## src/design/frt_pkg.sv

```systemverilog
`default_nettype none

package frt_pkg;

	localparam int unsigned MaxPacketLen = 244;

	localparam logic [7:0] ChQuestion = 8'h3F;
	localparam logic [7:0] ChHash     = 8'h23;

	localparam logic [7:0] StopB0 = 8'h5A;
	localparam logic [7:0] StopB1 = 8'hA5;
	localparam logic [7:0] StopB2 = 8'h07;
	localparam logic [7:0] StopB3 = 8'h01;
	localparam logic [7:0] StopB4 = 8'h03;

	localparam logic [7:0] HdrMinLen   = 8'd9;
	localparam logic [7:0] HdrOverhead = 8'd8;

	localparam logic [1:0] PhCodeIdle = 2'd0;
	localparam logic [1:0] PhCodeRecv = 2'd1;
	localparam logic [1:0] PhCodeWait = 2'd2;

	localparam int unsigned InDataW  = 80;
	localparam int unsigned OutDataW = 16;

	typedef enum logic [2:0] {
		PH_IDLE = 3'b001,
		PH_RECV = 3'b010,
		PH_WAIT = 3'b100
	} phase_t;

	typedef struct packed {
		logic        action;
		logic [7:0]  packet_length;
		logic [7:0]  header_byte0;
		logic [7:0]  header_byte1;
		logic [7:0]  header_byte2;
		logic [7:0]  header_byte3;
		logic [7:0]  header_byte4;
		logic [31:0] declared_length;
	} item_t;

	typedef struct packed {
		logic       forward;
		logic [7:0] forward_length;
		logic       advertising_off;
		logic [1:0] phase;
	} result_t;

	function automatic logic [1:0] phase_code(input phase_t ph);
		logic [1:0] c;
		unique case (ph)
			PH_IDLE: c = PhCodeIdle;
			PH_RECV: c = PhCodeRecv;
			default: c = PhCodeWait;
		endcase
		return c;
	endfunction

	// ceil(r/63) for r up to the packet size limit (quotient at most 4)
	function automatic logic [2:0] ceil_div63(input logic [8:0] r);
		logic [9:0] x;
		logic [2:0] q;
		x = {1'b0, r} + 10'd62;
		q = 3'(x >= 10'd63) + 3'(x >= 10'd126) + 3'(x >= 10'd189) + 3'(x >= 10'd252);
		return q;
	endfunction

endpackage

`default_nettype wire

```

## src/design/frt_step.sv

```systemverilog
`default_nettype none

module frt_step import frt_pkg::*; #(
	parameter int unsigned MAX_PACKET_LEN = MaxPacketLen
) (
	input  phase_t      cur_phase,
	input  logic [31:0] cur_remain,
	input  item_t       item,
	output phase_t      nxt_phase,
	output logic [31:0] nxt_remain,
	output result_t     res
);

	localparam logic [7:0] MaxLen = 8'(MAX_PACKET_LEN);

	logic [7:0] len_sat;
	logic [8:0] len_round;
	logic [7:0] ceil64;
	logic [7:0] hdr_pay;
	logic [7:0] cont_pay;
	logic       is_hdr;
	logic       is_stop;
	logic [7:0] final_len;

	always_comb begin
		len_sat   = (item.packet_length > MaxLen) ? MaxLen : item.packet_length;
		len_round = {1'b0, len_sat} + 9'd63;
		ceil64    = {5'd0, len_round[8:6]};
		hdr_pay   = len_sat - ceil64 - HdrOverhead;
		cont_pay  = len_sat - ceil64;
		is_hdr    = item.header_byte0 == ChQuestion && item.header_byte1 == ChHash &&
			item.header_byte2 == ChHash;
		is_stop   = item.header_byte0 == StopB0 && item.header_byte1 == StopB1 &&
			item.header_byte2 == StopB2 && item.header_byte3 == StopB3 &&
			item.header_byte4 == StopB4;
		// closing packet: remaining count is below the packet size here
		final_len = cur_remain[7:0] + {5'd0, ceil_div63(cur_remain[8:0])};

		nxt_phase  = cur_phase;
		nxt_remain = cur_remain;
		res.forward         = 1'b0;
		res.forward_length  = 8'd0;
		res.advertising_off = 1'b0;

		if (item.action) begin
			unique case (cur_phase)
				PH_IDLE: nxt_phase = PH_IDLE;
				PH_RECV: nxt_phase = PH_WAIT;
				default: nxt_phase = PH_IDLE;
			endcase
		end else if (cur_phase == PH_IDLE) begin
			if (is_hdr) begin
				if (len_sat >= HdrMinLen) begin
					nxt_remain = item.declared_length;
					if (item.declared_length > {24'd0, hdr_pay}) begin
						nxt_remain = item.declared_length - {24'd0, hdr_pay};
						nxt_phase  = PH_RECV;
					end
					res.forward        = 1'b1;
					res.forward_length = len_sat;
				end
			end else if (is_stop) begin
				res.advertising_off = 1'b1;
			end else begin
				res.forward        = 1'b1;
				res.forward_length = len_sat;
			end
		end else begin
			res.forward = 1'b1;
			res.forward_length = len_sat;
			if (item.header_byte0 == ChQuestion) begin
				if ({24'd0, cont_pay} >= cur_remain) begin
					nxt_phase          = PH_IDLE;
					nxt_remain         = 32'd0;
					res.forward_length = final_len;
				end else begin
					nxt_remain = cur_remain - {24'd0, cont_pay};
					nxt_phase  = PH_RECV;
				end
			end else begin
				nxt_phase = PH_IDLE;
			end
		end

		res.phase = phase_code(nxt_phase);
	end

endmodule

`default_nettype wire

```

## src/design/frame_reassembly_tracker_top.sv

```systemverilog
`default_nettype none

// frame reassembly tracker: follows multi-packet messages from a radio link.
// every input beat is a received packet header (s_tuser = 0) or a timeout tick
// (s_tuser = 1), and every input beat gives exactly one output beat, in order.
// an idle '?##' header of 9 bytes or more announces a message length and moves
// the tracker to receiving while bytes are still owed; '?' packets continue it,
// the closing one forwarded as remain + ceil(remain/63) bytes; ticks step
// receiving to waiting and waiting to idle. in idle the stop-advertising
// command is flagged and not forwarded. timing: a beat is registered on
// entry and its result is computed from that register straight into the
// output register; one beat is taken every cycle unless the output is held
// by m_tready; the tracker state (phase and remaining byte count) updates
// as the output register loads, which is the single loop that bounds the
// rate. packet lengths above MAX_PACKET_LEN are clamped before use.
module frame_reassembly_tracker_top import frt_pkg::*; #(
	parameter int unsigned MAX_PACKET_LEN = MaxPacketLen
) (
	input  wire                 clk,
	input  wire                 arst_n,
	input  wire                 s_tvalid,
	output logic                s_tready,
	// packet_length[7:0], header_byte0..4 [47:8], declared_length[79:48]
	input  wire  [InDataW-1:0]  s_tdata,
	// action[0]
	input  wire                 s_tuser,
	output logic                m_tvalid,
	input  wire                 m_tready,
	// forward[0], forward_length[8:1], advertising_off[9], phase[11:10], zero[15:12]
	output logic [OutDataW-1:0] m_tdata
);

	// input stage
	item_t       item_s1;
	logic        valid_s1;

	// tracker state
	phase_t      state_q;
	logic [31:0] remain_q;

	// result register
	result_t     result_q;
	logic        out_valid_q;

	phase_t      nxt_phase;
	logic [31:0] nxt_remain;
	result_t     nxt_res;
	logic        advance;
	logic        in_beat;

	// a staged beat moves on when the output slot is empty or being drained
	assign advance  = valid_s1 && (!out_valid_q || m_tready);
	assign s_tready = !valid_s1 || advance;
	assign in_beat  = s_tvalid && s_tready;

	frt_step #(
		.MAX_PACKET_LEN(MAX_PACKET_LEN)
	) u_step (
		.cur_phase (state_q),
		.cur_remain(remain_q),
		.item      (item_s1),
		.nxt_phase (nxt_phase),
		.nxt_remain(nxt_remain),
		.res       (nxt_res)
	);

	always_ff @(posedge clk or negedge arst_n) begin
		if (!arst_n) begin
			valid_s1    <= 1'b0;
			out_valid_q <= 1'b0;
			state_q     <= PH_IDLE;
			remain_q    <= 32'd0;
		end else begin
			if (in_beat) begin
				valid_s1 <= 1'b1;
			end else if (advance) begin
				valid_s1 <= 1'b0;
			end
			if (advance) begin
				out_valid_q <= 1'b1;
				state_q     <= nxt_phase;
				remain_q    <= nxt_remain;
			end else if (m_tready) begin
				out_valid_q <= 1'b0;
			end
		end
	end

	// payload registers
	always_ff @(posedge clk) begin
		if (in_beat) begin
			item_s1.action          <= s_tuser;
			item_s1.packet_length   <= s_tdata[7:0];
			item_s1.header_byte0    <= s_tdata[15:8];
			item_s1.header_byte1    <= s_tdata[23:16];
			item_s1.header_byte2    <= s_tdata[31:24];
			item_s1.header_byte3    <= s_tdata[39:32];
			item_s1.header_byte4    <= s_tdata[47:40];
			item_s1.declared_length <= s_tdata[79:48];
		end
		if (advance) begin
			result_q <= nxt_res;
		end
	end

	assign m_tvalid = out_valid_q;
	assign m_tdata  = {4'd0, result_q.phase, result_q.advertising_off,
		result_q.forward_length, result_q.forward};

	// the phase reported with a result is the phase the tracker holds after it
	a_phase_tracks_state: assert property (@(posedge clk) disable iff (!arst_n)
		out_valid_q |-> result_q.phase == phase_code(state_q))
		else $error("result phase differs from tracker state");

	// nothing forwarded means a zero length
	a_len_zero_no_fwd: assert property (@(posedge clk) disable iff (!arst_n)
		out_valid_q && !result_q.forward |-> result_q.forward_length == 8'd0)
		else $error("length reported on a beat that is not forwarded");

	// the stop command is only seen in idle and is never forwarded
	a_stop_idle: assert property (@(posedge clk) disable iff (!arst_n)
		out_valid_q && result_q.advertising_off |->
			!result_q.forward && result_q.phase == PhCodeIdle)
		else $error("advertising-off with forward or outside idle");

	// a tracker left waiting by a tick falls back to idle on the next tick
	a_wait_tick: assert property (@(posedge clk) disable iff (!arst_n)
		advance && item_s1.action && state_q == PH_WAIT |=> state_q == PH_IDLE)
		else $error("tick in waiting did not return to idle");

endmodule

`default_nettype wire
```

## config.mk

```make
export PLATFORM = sky130hd
export DESIGN_NAME = frame_reassembly_tracker_top
export DESIGN_NICKNAME = d
export VERILOG_FILES = /design/src/design/frt_pkg.sv /design/src/design/frt_step.sv /design/src/design/frame_reassembly_tracker_top.sv
export SDC_FILE = /design/constraint.sdc
export NUM_CORES = 1
export LEC_CHECK = 0
export BUFFER_PORTS_ARGS = -buffer_cell sky130_fd_sc_hd__buf_2
export CELL_PAD_IN_SITES_DETAIL_PLACEMENT = 1
export CELL_PAD_IN_SITES_GLOBAL_PLACEMENT = 2
export CORE_ASPECT_RATIO = 2
export CORE_MARGIN = 2
export CORE_UTILIZATION = 35
export CTS_CLUSTER_DIAMETER = 60
export DETAILED_ROUTE_END_ITERATION = 10
export PLACE_DENSITY_LB_ADDON = 0.05
export SLEW_MARGIN = 20
export SYNTH_ARGS = -nofsm -noshare
export SYNTH_HDL_FRONTEND = slang
export SYNTH_HIERARCHICAL = 1
export SYNTH_SLANG_ARGS = --single-unit
```

## constraint.sdc

```tcl
create_clock -name clk -period 5.15 [get_ports clk]
set_input_delay 0.2575 -clock clk [delete_from_list [all_inputs] [get_ports clk]]
set_output_delay 0.2575 -clock clk [all_outputs]
set_load 0.01 [all_outputs]
```

==> flow_metrics.env <==
export IMPL_fin_tns_setup_ns=0
export IMPL_rsz0062_at_grt="yes"
export IMPL_fp_dieArea_um2=24300
export IMPL_num_rows=78
export IMPL_wl_per_cell_um=21.6
export IMPL_ir_drop_v=0.000256
export IMPL_cts_buffers=17
export IMPL_holdWs_ns=0.0375
export IMPL_die_width_um=111
export IMPL_p_clk_share_pct=32.9
export IMPL_yosys_warnings=6
export IMPL_p_switching_mw=1.25
export IMPL_synth_cells=757
export IMPL_slew_headroom_pct=34.1
export IMPL_clock_latency_ns=0.44
export IMPL_fillers=2506
export IMPL_ff2ff_setup_slack_ns=0.09
export IMPL_status="completed"
export IMPL_nets=1111
export IMPL_mostFrequentLayoutCells="buf_2 (98), edfxtp_1 (93), dlygate4sd3_1 (82)"
export IMPL_p_int_mw=2.34
export IMPL_min_period_over_period_pct=98.2
export IMPL_vias=7105
export IMPL_pwr_share_comb_pct=31.6
export IMPL_drtAntennaViolNets=0
export IMPL_skew_ns=0.0141
export IMPL_synth_top_flop_cell="edfxtp_1"
export IMPL_syn_area_um2=8060
export IMPL_cts_buffer_depth=2
export IMPL_fin_area_um2=10900
export IMPL_top_level_ports=103
export IMPL_grt_start_max_net_pins=77
export IMPL_layout_commonest_cell="buf_2"
export IMPL_placed_area_um2=9210
export IMPL_arrival_ns=5.38
export IMPL_worstMarginPinSlew_ns=0.989
export IMPL_power_frac_seq_pct=35.4
export IMPL_max_cap_violations=0
export IMPL_syn_area_per_cell_um2=10.6
export IMPL_drt_pass1_iterations=4
export IMPL_period_minus_slack_ns=5.06
export IMPL_drcViolationCount=0
export IMPL_synth_edf_count=93
export IMPL_grt_pass1_wl_um=43400
export IMPL_path_clk_slew_ns=0.06
export IMPL_grt_pass1_vias=8028
export IMPL_drt_iter0_markers=312
export IMPL_core_um2=22600
export IMPL_endpoint_kind="register"
export IMPL_initial_utilization_pct=35.6
export IMPL_overflow=0
export IMPL_synthToLayoutAreaGrowth_pct=35.7
export IMPL_fmax_mhz=198
export IMPL_grt_usage_pct=23.7
export IMPL_cts_root_buf="clkbuf_16"
export IMPL_p_leak_nw=4.37
export IMPL_wirelength_um=27900
export IMPL_holdCritPathClass="input pin to register"
export IMPL_crit_path_max_fanout=5
export IMPL_cts_sinks=130
export IMPL_final_util_pct=48.3
export IMPL_grt_antenna_before_repair=0
export IMPL_cts_tree="yes"
export IMPL_crit_path_start_kind="register"
export IMPL_p_total_mw=3.59
export IMPL_hold_viol=0
export IMPL_n_antenna_cell=0
export IMPL_ys_async_sr_fraction_pct=28.5
export IMPL_required_ns=5.47
export IMPL_drive_above_1_share_pct=30.3
export IMPL_ys_seq_elements=130
export IMPL_finalSetupViolCount=0
export IMPL_htreeDepth=4
export IMPL_synth_cell_type_count=77
export IMPL_ys_seq_area_share_pct=46.2
export IMPL_hpwl_um=20900
export IMPL_switching_share_pct=34.8
export IMPL_drv_slew=0
export IMPL_viasPerCell=5.50
export IMPL_gp_congestion=0.859
export IMPL_portBuffers=98
export IMPL_powerDensity_nw_per_um2=328
export IMPL_die_y_um=219
export IMPL_worst_setup_path_type="register to register"
==> metal layers <==
layer	up-vias	global-route usage [%]	wire length (um)	share of wire [%]
met5	-	0	0	0
met4	0	15.2	1800	6.5
met3	85	3.38	758	2.7
met2	168	49.1	16600	60
met1	3527	20.3	8710	31
li1	3325	-	-	-
==> metrics by stage <==
stage | std cells | setup WS, ns
after floorplan | 760 | 0.366
after global placement | 1167 | 0.117
after detailed placement | 1167 | -0.0860
after CTS | 1282 | 0.0240
after global routing | 1291 | -0.142
final | 1291 | 0.0944
==> path summary, 6_finish.rpt <==
| kind | start | to | depth (start not counted) |
|---|---|---|---|
| worst max-delay path | item_s1[76] | remain_q[29] | 21 |
| max in group asynchronous | arst_n | remain_q[17] | 2 |
| min in group asynchronous | arst_n | m_tvalid | 2 |
| worst min-delay path | s_tvalid | valid_s1 | 2 |
| worst min register to register | remain_q[30] | remain_q[30] | 1 |
| worst max register to register | item_s1[76] | remain_q[29] | 21 |
==> synth_stat cells (20+ instances only) <==
cell	number	share of area, %
o21ai_0	20	1.2
xnor2_1	32	3.5
dfrtp_1	36	11
edfxtp_1	93	35
or3_1	20	1.6
nand2_1	51	2.4
inv_1	21	0.98
ha_1	22	3.4
nand3_1	25	1.6
mux2_4	29	5.4
a21oi_1	43	2.7
nor2_1	83	3.9
nor3_1	21	1.3
==> cells by family (layout without fill, tap and decap cells) <==
group                    after synthesis  count (layout)  synth area share [%]
AND/OR/NAND/NOR                      282             282                  18.3
AO/OA/AOI/OAI                        169             169                  14.2
flip-flops                           130             130                  46.2
buffers and inverters                 53             304                  3.34
XOR/XNOR                              51              51                  5.71
multiplexers                          42              42                  7.16
adder cells (fa/ha/maj)               29              29                  5.03
other                                  1               4                0.0465
==> final cells by class <==
| type | count | area [um2] | share of cell area (%) |
|---|---|---|---|
| Multi-Input combinational cell | 577 | 4340 | 39.7 |
| Sequential cell | 130 | 3720 | 34.0 |
| Timing Repair Buffer | 251 | 1880 | 17.2 |
| Clock buffer | 17 | 425 | 3.89 |
| Tap cell | 280 | 350 | 3.20 |
| Clock inverter | 15 | 141 | 1.29 |
| Inverter | 21 | 78.8 | 0.721 |
==> worst max-delay path, stage by stage, from the launching register on <==
cell      delay [ns]
edfxtp_1        0.41
or3_4           0.45
nor2_4          0.11
xnor2_2         0.12
ha_2            0.20
inv_2           0.04
fa_2            0.37
a21oi_2         0.17
nand2_2         0.11
maj3_2          0.34
nor2_2          0.12
xnor2_1         0.10
ha_1            0.38
a211o_1         0.33
o31a_1          0.36
nand3b_1        0.21
buf_6           0.15
or3_4           0.34
xnor2_2         0.15
nand2_1         0.08
o311ai_2        0.11
mux2_4          0.29
==> state kept, by name, indices dropped and copies added, names as in the netlist <==
name / count
valid_s1: 1
state_q: 3
item_s1: 81
m_tvalid: 1
m_tdata: 12
remain_q: 32
==> repair_timing <==
action,CTS,global route
resized for setup,4,54
setup buffers,1,9
hold buffers,82,0
endpoints found under the hold margin,94,0
pin swaps,3,30
endpoints found under the setup margin,11,36
==> power by group through the flow <==
stage	Clock [mW]	Combinational, mW	Sequential, mW
floorplan	0	0.656	1.27
global placement	0	1.01	1.29
detailed placement	0	1.04	1.29
CTS	1.22	1.10	1.27
global route	1.26	1.24	1.28
finish	1.18	1.13	1.27
No activity file was read; power rests on OpenSTA's default activity.
